## src/design/sample_set_statistics_assert.svh

```systemverilog
// Assertion macros for the sample set statistics block.
`ifndef SAMPLE_SET_STATISTICS_ASSERT_SVH
`define SAMPLE_SET_STATISTICS_ASSERT_SVH

// Same-cycle implication, checked at every rising clock edge outside reset.
`define SSST_ASSERT_IMP(lbl, ante, cons, msg) \
	lbl: assert property (@(posedge clk) disable iff (!arst_n) (ante) |-> (cons)) \
		else $error(msg);

// Next-cycle implication.
`define SSST_ASSERT_NXT(lbl, ante, cons, msg) \
	lbl: assert property (@(posedge clk) disable iff (!arst_n) (ante) |=> (cons)) \
		else $error(msg);

`endif

```

## src/design/ssst_pkg.sv

```systemverilog
// Shared constants and types for the sample set statistics block.
`timescale 1ns / 1ps
`default_nettype none
package ssst_pkg;
	localparam int SAMPLE_BITS  = 16;
	localparam int CAPACITY_DEF = 4096;
	localparam int IN_DATA_W    = 16;
	localparam int OUT_DATA_W   = 168;
	localparam int PCT_HIGH     = 19;
	// ceil(2^24 / 20): x / 20 as a multiply and shift for x below 2^21
	localparam int PCT_RCP      = 838861;
	localparam int PCT_RCP_SH   = 24;
	localparam int MEAN_SH      = 4;
	localparam int VAR_SH       = 8;
	localparam int NUM_PICKS    = 8;

	localparam logic ACT_LOAD   = 1'b0;
	localparam logic ACT_FINISH = 1'b1;

	localparam logic [2:0] PK_MIN    = 3'd0;
	localparam logic [2:0] PK_MAX    = 3'd1;
	localparam logic [2:0] PK_MED_LO = 3'd2;
	localparam logic [2:0] PK_MED_HI = 3'd3;
	localparam logic [2:0] PK_LQ     = 3'd4;
	localparam logic [2:0] PK_UQ     = 3'd5;
	localparam logic [2:0] PK_LP     = 3'd6;
	localparam logic [2:0] PK_HP     = 3'd7;

	typedef enum logic [3:0] {
		ST_IDLE,
		ST_WAIT,
		ST_START,
		ST_SORT_RD0,
		ST_SORT_RUN,
		ST_SORT_END,
		ST_ARITH_WAIT,
		ST_PICK,
		ST_OUT
	} state_t;

	typedef enum logic [2:0] {
		AR_IDLE,
		AR_MUL,
		AR_SQRT,
		AR_DIV,
		AR_DONE
	} ar_state_t;
endpackage
`default_nettype wire

```

## src/design/ssst_arith.sv

```systemverilog
// Iterative arithmetic: shift-add multiply, bitwise square root, restoring divide.
`timescale 1ns / 1ps
`default_nettype none
module ssst_arith import ssst_pkg::*; #(
	parameter int CW    = 13,
	parameter int SUM_W = 29,
	parameter int SQ_W  = 45
) (
	input  logic             clk,
	input  logic             arst_n,
	input  logic             start,
	input  logic [CW-1:0]    n,
	input  logic [SUM_W-1:0] sum,
	input  logic [SQ_W-1:0]  sumsq,
	output logic             done,
	output logic [19:0]      mean_q4,
	output logic [18:0]      std_dev_q4,
	output logic [CW-1:0]    low_idx,
	output logic [CW-1:0]    high_idx
);
	localparam int SPR_W0 = CW + SQ_W + VAR_SH;
	localparam int SPR_W  = SPR_W0 + (SPR_W0 % 2);
	localparam int RTW    = SPR_W / 2;
	localparam int HX_W   = CW + 5;
	localparam int PW     = HX_W + 20;
	localparam int DVA    = (SUM_W + MEAN_SH > RTW) ? SUM_W + MEAN_SH : RTW;
	localparam int DVW    = (DVA > HX_W) ? DVA : HX_W;
	localparam int DSW    = (CW > 5) ? CW : 5;
	localparam int ITM    = (SPR_W > DVW) ? SPR_W : DVW;
	localparam int ITW    = $clog2(ITM + 1);

	ar_state_t state_q, state_d;

	logic [ITW-1:0]   cnt_q;
	logic [1:0]       phase_q;
	logic [SPR_W-1:0] acc_q, mcand_q, v_q, res_q, bit_q;
	logic [SUM_W-1:0] mplier_q;
	logic [DVW-1:0]   dvd_q;
	logic [DSW-1:0]   rem_q, dsr_q;
	logic [19:0]      mean_q;
	logic [18:0]      std_q;
	logic [CW-1:0]    lo_q, hi_q;

	logic [SPR_W-1:0] addend, acc_n, sq_t, res_n, v_n;
	logic             sq_ge;
	logic [DSW:0]     rn, rsub;
	logic             dv_ge;
	logic [DVW-1:0]   quo;
	logic [HX_W-1:0]  n19;
	logic [PW-1:0]    lo_prod, hi_prod;
	logic             last;

	assign last    = (cnt_q == ITW'(1));
	assign addend  = mplier_q[0] ? mcand_q : '0;
	assign acc_n   = phase_q[0] ? (acc_q - addend) : (acc_q + addend);
	assign sq_t    = res_q + bit_q;
	assign sq_ge   = (v_q >= sq_t);
	assign v_n     = sq_ge ? (v_q - sq_t) : v_q;
	assign res_n   = sq_ge ? ((res_q >> 1) + bit_q) : (res_q >> 1);
	assign rn      = {rem_q, dvd_q[DVW-1]};
	assign dv_ge   = (rn >= {1'b0, dsr_q});
	assign rsub    = rn - {1'b0, dsr_q};
	assign quo     = {dvd_q[DVW-2:0], dv_ge};
	assign n19     = HX_W'(PCT_HIGH) * HX_W'(n);
	assign lo_prod = PW'(n) * PW'(PCT_RCP);
	assign hi_prod = PW'(n19) * PW'(PCT_RCP);

	always_ff @(posedge clk or negedge arst_n) begin
		if (!arst_n) begin
			state_q <= AR_IDLE;
		end else begin
			state_q <= state_d;
		end
	end

	always_comb begin
		state_d = state_q;
		case (state_q)
			AR_IDLE, AR_DONE: begin
				if (start) state_d = AR_MUL;
			end
			AR_MUL: begin
				if (last && phase_q == 2'd1) state_d = AR_SQRT;
			end
			AR_SQRT: begin
				if (last) state_d = AR_DIV;
			end
			AR_DIV: begin
				if (last && phase_q == 2'd1) state_d = AR_DONE;
			end
			default: state_d = AR_IDLE;
		endcase
	end

	always_ff @(posedge clk or negedge arst_n) begin
		if (!arst_n) begin
			cnt_q   <= '0;
			phase_q <= '0;
		end else begin
			case (state_q)
				AR_IDLE, AR_DONE: begin
					if (start) begin
						cnt_q   <= ITW'(CW);
						phase_q <= 2'd0;
					end
				end
				AR_MUL: begin
					if (!last) begin
						cnt_q <= cnt_q - ITW'(1);
					end else if (phase_q == 2'd0) begin
						cnt_q   <= ITW'(SUM_W);
						phase_q <= 2'd1;
					end else begin
						cnt_q <= ITW'(RTW);
					end
				end
				AR_SQRT: begin
					if (!last) begin
						cnt_q <= cnt_q - ITW'(1);
					end else begin
						cnt_q   <= ITW'(DVW);
						phase_q <= 2'd0;
					end
				end
				AR_DIV: begin
					if (!last) begin
						cnt_q <= cnt_q - ITW'(1);
					end else begin
						cnt_q   <= ITW'(DVW);
						phase_q <= phase_q + 2'd1;
					end
				end
				default: cnt_q <= cnt_q;
			endcase
		end
	end

	always_ff @(posedge clk) begin
		case (state_q)
			AR_IDLE, AR_DONE: begin
				if (start) begin
					acc_q    <= '0;
					mcand_q  <= SPR_W'(sumsq);
					mplier_q <= SUM_W'(n);
					lo_q     <= CW'(lo_prod >> PCT_RCP_SH);
					hi_q     <= CW'(hi_prod >> PCT_RCP_SH);
				end
			end
			AR_MUL: begin
				if (!last) begin
					acc_q    <= acc_n;
					mcand_q  <= mcand_q << 1;
					mplier_q <= mplier_q >> 1;
				end else if (phase_q == 2'd0) begin
					// second pass subtracts sum*sum from n*sumsq
					acc_q    <= acc_n;
					mcand_q  <= SPR_W'(sum);
					mplier_q <= sum;
				end else begin
					v_q   <= acc_n << VAR_SH;
					res_q <= '0;
					bit_q <= SPR_W'(1) << (SPR_W - 2);
				end
			end
			AR_SQRT: begin
				v_q   <= v_n;
				res_q <= res_n;
				bit_q <= bit_q >> 2;
				if (last) begin
					dvd_q <= DVW'({sum, MEAN_SH'(0)});
					dsr_q <= DSW'(n);
					rem_q <= '0;
				end
			end
			AR_DIV: begin
				if (!last) begin
					rem_q <= dv_ge ? rsub[DSW-1:0] : rn[DSW-1:0];
					dvd_q <= quo;
				end else begin
					rem_q <= '0;
					case (phase_q)
						2'd0: begin
							mean_q <= quo[19:0];
							dvd_q  <= DVW'(res_q[RTW-1:0]);
							dsr_q  <= DSW'(n);
						end
						default: std_q <= quo[18:0];
					endcase
				end
			end
			default: acc_q <= acc_q;
		endcase
	end

	assign done       = (state_q == AR_DONE);
	assign mean_q4    = mean_q;
	assign std_dev_q4 = std_q;
	assign low_idx    = lo_q;
	assign high_idx   = hi_q;
endmodule
`default_nettype wire

```

## config.mk

```make
export PLATFORM = sky130hd
export DESIGN_NAME = ssst_arith
export DESIGN_NICKNAME = d
export VERILOG_FILES = /design/src/design/sample_set_statistics_assert.svh /design/src/design/ssst_pkg.sv /design/src/design/ssst_arith.sv
export SDC_FILE = /design/constraint.sdc
export NUM_CORES = 2
export LEC_CHECK = 0
export BUFFER_PORTS_ARGS = -buffer_cell sky130_fd_sc_hd__buf_2
export CORE_UTILIZATION = 45
export DETAILED_ROUTE_END_ITERATION = 16
export MAX_ROUTING_LAYER = met4
export PLACE_DENSITY = 0.66
export SETUP_SLACK_MARGIN = 0.4
export SLEW_MARGIN = 0
export SYNTH_ARGS = -nofsm -noshare
export SYNTH_HDL_FRONTEND = slang
export SYNTH_SLANG_ARGS = --single-unit
```

## constraint.sdc

```tcl
create_clock -name clk -period 13.6 [get_ports clk]
set_clock_uncertainty 0.15 [all_clocks]
set_input_delay 0 -clock clk [delete_from_list [all_inputs] [get_ports clk]]
set_output_delay 0 -clock clk [all_outputs]
set_load 0.005 [all_outputs]
```

== Word level (Yosys, flattened, before mapping) ==
Index checks and enable logic that the tools add are counted.

* Register bits: 491
* Logic and storage cells: 123
* Output and inout port bits: 66
* Bits of input ports: 90

* Multiply operators: 3
* Multiplexer cells: 53
* Bitwise gates (word level): 1
* Equality and inequality tests: 18
* Reduce and logical (&&, ||, !) cells: 22
* Magnitude comparators: 2
* Add/sub/neg operators: 8

{| class="wikitable"
|+ Operators by type and width
! cell !! count
|-
| $mux W66 || 16
|-
| $pmux W66 S2 || 5
|-
| $add A66 B66 Y66 || 2
|-
| $sub A66 B66 Y66 || 2
|-
| $mux W33 || 3
|-
| $mux W29 || 3
|-
| $mux W13 || 6
|-
| $add A65 B66 Y66 || 1
|-
| $ge A66 B66 Y1 || 1
|-
| $pmux W33 S2 || 1
|-
| $pmux W29 S2 || 1
|-
| $pmux W13 S2 || 2
|-
| $mul A18 B20 Y37 const B || 1
|-
| $mul A13 B20 Y33 const B || 1
|-
| $mux W7 || 3
|-
| $pmux W7 S3 || 1
|-
| $ne A2 B2 Y1 const B || 10
|-
| $mul A5 B13 Y18 const A || 1
|-
| $reduce_and A3 Y1 || 5
|-
| $ge A14 B13 Y1 || 1
|-
| $sub A13 B13 Y13 || 1
|-
| $mux W3 || 4
|-
| $pmux W3 S4 || 1
|-
| $reduce_and A4 Y1 || 3
|-
| 21 further kinds || 32
|}

== Longest topological paths before layout ==
* Depth in word-level cells: 6
* Mapped depth: 37
* Gate-level depth less buffers: 37

== Worst setup path after synthesis ==
Ideal clock, no wire load.

* Path kind: register -> register
* From: reg state_q[1]
* To: reg v_q[0], enable pin
* Setup slack: 1.394 ns
* Arrival: 11.465 ns
* Clock period less this slack: 12.206 ns
* Data required time: 12.859 ns
* Cell stages (with the launch flop): 9
* Path buffers: 3
* Library setup time: 0.591 ns
* Path through: dfrtp_1 clkbuf_1 nor2b_1 and2_1 clkbuf_1 buf_1 nor2_1 a21oi_1 a21boi_0

* Word-level cells in the longest chain between the ends: 3
* Elaborated cells on any way between the ends: 7
* Classes of those cells: eq/ne: 5; reduce/logical: 2

{| class="wikitable"
|+ Ends and longest elaborated chain
! element !! RTL line !! text
|-
| from (decl) || ssst_arith.sv:32 || <nowiki>ar_state_t state_q, state_d;</nowiki>
|-
| from (signal assigned) || ssst_arith.sv:72 || <nowiki>state_q <= state_d;</nowiki>
|-
| $eq A3 B1 Y1 or $eq A3 B2 Y1 (tied branches) || ssst_arith.sv:139 || <nowiki>case (state_q)</nowiki>
|-
| $ne A2 B2 Y1 (no source line) or $reduce_bool A2 Y1 (tied branches) || - ||
|-
| $reduce_and A4 Y1 (no source line) (*) || - ||
|-
| to (signal assigned) || ssst_arith.sv:160 || <nowiki>v_q <= acc_n << VAR_SH;</nowiki>
|-
| to (signal assigned) || ssst_arith.sv:166 || <nowiki>v_q <= v_n;</nowiki>
|-
| to (decl) || ssst_arith.sv:36 || <nowiki>logic [SPR_W-1:0] acc_q, mcand_q, v_q, res_q, bit_q;</nowiki>
|}

Every way passes the cells marked *; elsewhere a longest branch is shown, timed or not.
A chain may end at the register's enable or synchronous reset.

== Worst setup path in the final report ==
* From: in n[0]
* To: reg hi_q[12] (netlist: high_idx[12]), data pin

* Word-level cells in the longest chain between the ends: 2

{| class="wikitable"
|+ Ends and longest elaborated chain
! element !! RTL line !! text
|-
| from (decl) || ssst_arith.sv:12 || <nowiki>input logic [CW-1:0] n,</nowiki>
|-
| $mul A5 B13 Y18 || ssst_arith.sv:64 || <nowiki>assign n19 = HX_W'(PCT_HIGH) * HX_W'(n);</nowiki>
|-
| $mul A18 B20 Y37 || ssst_arith.sv:66 || <nowiki>assign hi_prod = PW'(n19) * PW'(PCT_RCP);</nowiki>
|-
| named net hi_prod[36] || ssst_arith.sv:50 || <nowiki>logic [PW-1:0] lo_prod, hi_prod;</nowiki>
|-
| to (signal assigned) || ssst_arith.sv:146 || <nowiki>hi_q <= CW'(hi_prod >> PCT_RCP_SH);</nowiki>
|-
| to (decl) || ssst_arith.sv:42 || <nowiki>logic [CW-1:0] lo_q, hi_q;</nowiki>
|}

The timed path passes the listed nets, and every way through them passes these cells.

==> results_tabular.tex <==
\begin{tabular}{lr}
\hline
Metric & Value \\
\hline
\multicolumn{2}{l}{\textbf{Yosys}} \\
Number of flops mapped to enable cells by yosys & 430 \\
Synth Area per Inst & 9.08 um\^{}2 \\
Portion of the post-synthesis area used by sequential elements & roughly a third \\
Number of register bits inferred by synthesis & 442 \\
Post-synth design cell area & just over 40000 um\^{}2 \\
Primary FF master, synth & sky130\_fd\_sc\_hd\_\_edfxtp\_1 \\
Count of unique library cells instantiated by Yosys & 100 \\
Fraction of registers with async set/reset & approximately 2.7\% \\
Number of instances in the synthesized netlist & approximately 4.6k \\
Total of warnings raised by yosys & 0 \\
\multicolumn{2}{l}{\textbf{Clock tree}} \\
Register clock-pin slew on the reported worst setup and hold paths & 0.06 ns \\
Clock sinks & 442 \\
Max clock buf depth & 3 \\
CTS tree & done \\
Resize count post-CTS & 0 \\
CTS H-Tree Depth & 2 \\
Clock latency at the later pin of the worst-skew pair & 0.65 ns \\
Root cell of the clock tree & sky130\_fd\_sc\_hd\_\_clkbuf\_16 \\
TritonCTS Buffers & 53 \\
\multicolumn{2}{l}{\textbf{Drt}} \\
Number of nets with antenna violations after detailed routing & 0 \\
Vias after detailed routing & 34.3k \\
Per-cell routed wire length & 20.0 um \\
Final routed DRC violation total & 0 \\
Detailed router's first-iteration violation count & 2506 \\
Iteration count of the initial detailed-routing pass & 6 \\
Vias per std cell & approximately 5.8 \\
Overall routed net length & $\sim$120 mm \\
\multicolumn{2}{l}{\textbf{Layout}} \\
Share of layout cells above drive strength 1 & 7.48\% \\
Filler instances & 8472 \\
Area Growth Syn to Fin & 11.4\% \\
Multi-input gate area in the final layout & about 26000 um\^{}2 \\
Sequential cell area in the final layout & 13200 um\^{}2 \\
Count of nets after finishing & 5407 \\
Most frequent standard cell in the layout excluding fill and tap cells & sky130\_fd\_sc\_hd\_\_nand2\_1 \\
Commonest cells after routing, fill and taps aside & sky130\_fd\_sc\_hd\_\_nand2\_1 (518), sky130\_fd\_sc\_hd\_\_ha\_1 (448), sky130\_fd\_sc\_hd\_\_edfxtp\_1 (430), sky130\_fd\_sc\_hd\_\_inv\_1 (413), sky130\_fd\_sc\_hd\_\_nor2\_1 (355) \\
\multicolumn{2}{l}{\textbf{Setup path}} \\
Worst reg2reg setup slack & 5.90 ns \\
Largest fanout on the critical path & 12 \\
Worst EP arrival & roughly 9.6 ns \\
Largest incremental delay on the critical path & 0.54 ns \\
Data required, critical path & 13.83 ns \\
Type of origin of the critical path & primary input \\
Max stage delay cell, worst path & sky130\_fd\_sc\_hd\_\_fa\_1 \\
Setup crit end kind & flip-flop \\
Cell type with the highest occurrence count on the critical path & sky130\_fd\_sc\_hd\_\_ha\_1 \\
Startpoint-to-endpoint class of the critical path & in2reg \\
\multicolumn{2}{l}{\textbf{STA}} \\
Tightest slew margin relative to the limit & 27.5\% \\
Setup violation total in the final timing report & 0 \\
Final worst path period share & 68.6\% \\
Final Hold Violating Endpoints & 0 \\
Achievable clock frequency & $\sim$0.11 GHz \\
Time the worst path needs with I/O delays and setup & 9.32 ns \\
Transition time of the tightest slew-check pin & 1.09 ns \\
Max-slew violation count & 0 \\
Unrepaired setup endpoints after global routing & false \\
Setup TNS & 0 ns \\
\multicolumn{2}{l}{\textbf{Floorplanning}} \\
Die Y-Extent & 305 um \\
Overall die area & 93300 um\^{}2 \\
Die Wd & roughly 310 um \\
Core Area & a little over 90000 um\^{}2 \\
Num rows & 110 \\
Starting utilization of the core area & approximately 46\% \\
I/O pins & 156 \\
\multicolumn{2}{l}{\textbf{GRT}} \\
Maximum number of pins on one net before global-route repair & between 90 and 100 \\
Grt total ovfl & 0 \\
All-layer global routing usage & 26.1\% \\
Via count of the first global-routing pass & 33.5k \\
First-pass GRT wire length & 188 mm \\
Initial antenna violation count & 6 \\
\multicolumn{2}{l}{\textbf{Hold path}} \\
Hold WC Path Type & in2reg \\
\multicolumn{2}{l}{\textbf{Place}} \\
Port Buf Inserts & 151 \\
Global placer's final weighted congestion & 0.956 \\
Half-perimeter wire length after detailed placement & 92.4 mm \\
\multicolumn{2}{l}{\textbf{Run}} \\
MaxCap Viol Count & 0 \\
\multicolumn{2}{l}{\textbf{Status}} \\
Result of the run & finished, final reports clean \\
\hline
\end{tabular}
kinds of logic (layout without fill, tap and decap cells):
| logic type | count (synthesis) | count (layout) | synth area share, % |
|---|---|---|---|
| AND/OR/NAND/NOR | 1376 | 1376 | 15.4 |
| XOR/XNOR | 302 | 302 | 6.42 |
| AO/OA/AOI/OAI | 1196 | 1196 | 18.8 |
| flip-flops | 442 | 442 | 31.9 |
| buffers and inverters | 616 | 808 | 5.79 |
| adder cells (fa/ha/maj) | 603 | 603 | 21.0 |
| multiplexers | 28 | 28 | 0.677 |
| other | 1 | 11 | 0.00905 |
stage by stage:
stage / cell area, um^2 / utilization [%] / hold slack [ns] / cells / setup WS [ns]
after global placement: 43100 / 47.6 / -0.244 / 5722 / 4.33
after floorplan: 41400 / - / -0.446 / 4567 / 1.39
after global routing: 46100 / 51.0 / 0.0340 / 5941 / 3.56
after CTS: 46100 / 50.9 / 0.00396 / 5935 / 4.34
after detailed placement: 43100 / 47.6 / -0.247 / 5722 / 4.24
final: 46100 / 51.0 / 0.0195 / 5942 / 4.28
Yosys cell counts (all sizes together), types with 10 or more instances:
| cell type | count | area share [%] |
|---|---|---|
| clkbuf | 149 | 1.4 |
| fa | 155 | 7.5 |
| o31a | 11 | 0.24 |
| ha | 448 | 14 |
| nor4 | 21 | 0.32 |
| a31oi | 122 | 1.9 |
| o41ai | 12 | 0.39 |
| and3 | 68 | 1.0 |
| inv | 415 | 3.8 |
| a21boi | 18 | 0.33 |
| o31ai | 31 | 0.68 |
| nor3 | 58 | 0.71 |
| nand4 | 82 | 1.3 |
| buf | 50 | 0.65 |
| or3 | 27 | 0.41 |
| xnor2 | 148 | 3.1 |
| nand2b | 29 | 0.44 |
| o21bai | 62 | 1.1 |
| nor2b | 29 | 0.44 |
| nand2 | 520 | 4.7 |
| and2 | 47 | 0.72 |
| a211oi | 58 | 1.1 |
| a21oi | 347 | 4.3 |
| o211ai | 31 | 0.57 |
| a21o | 105 | 1.9 |
| nor3b | 10 | 0.18 |
| a2111oi | 13 | 0.34 |
| or2 | 18 | 0.27 |
| edfxtp | 430 | 31 |
| o21ai | 241 | 2.9 |
| a31o | 27 | 0.57 |
| xor2 | 153 | 3.2 |
| or4 | 11 | 0.21 |
| nand3 | 80 | 1.0 |
| mux2i | 28 | 0.68 |
| o21a | 28 | 0.51 |
| nor2 | 355 | 3.2 |
| dfrtp | 12 | 0.72 |
layer usage:
metal	vias to the layer above	track usage [%]	share of wire, %
met4	0	7.11	2.8
met2	858	42.1	47
met1	16598	34.5	45
met5	-	-	0
li1	16700	-	-
met3	167	3.15	5.2
final cells by class:
class | count | area share [%]
sequential | 442 | 28.6
clock buffer | 60 | 2.93
antenna | 7 | 0.0380
multi-input combinational | 3509 | 56.1
clock inverter | 40 | 1.18
tap | 1176 | 3.19
inverter | 417 | 3.39
timing repair buffer | 291 | 4.53
critical path: cells and delay by family:
kind | cells | cell delay, ns
AO/OA/AOI/OAI | 12 | 3.16
AND/OR/NAND/NOR | 3 | 0.55
adder cells (fa/ha/maj) | 10 | 3.86
buffers and inverters | 7 | 1.13
XOR/XNOR | 3 | 0.82
final timing paths:
kind	end	cells after the start	startpoint
worst max-delay path	high_idx[12]	35	n[0]
worst min-delay path	dsr_q[2]	2	n[2]
min in group asynchronous	cnt_q[1]	3	arst_n
max in group asynchronous	phase_q[0]	3	arst_n
worst min register to register	mean_q4[6]	0	dvd_q[5]
worst max register to register	v_q[60]	21	res_q[6]
state kept, by name, indices dropped and copies added (netlist names), 19 cells and up:
register    cells
std_dev_q4     19
bit_q          33
v_q            66
mplier_q       29
acc_q          58
res_q          66
mean_q4        20
dvd_q          33
mcand_q        58
what timing repair did:
item | in CTS | in global routing
setup endpoints to repair | 0 | 0
hold endpoints to repair | 140 | 0
buffers inserted | 0 | 0
hold buffers | 113 | 0
Power is not shown: default switching activity piles up to over one toggle a cycle in this logic, so the estimate is an artifact.
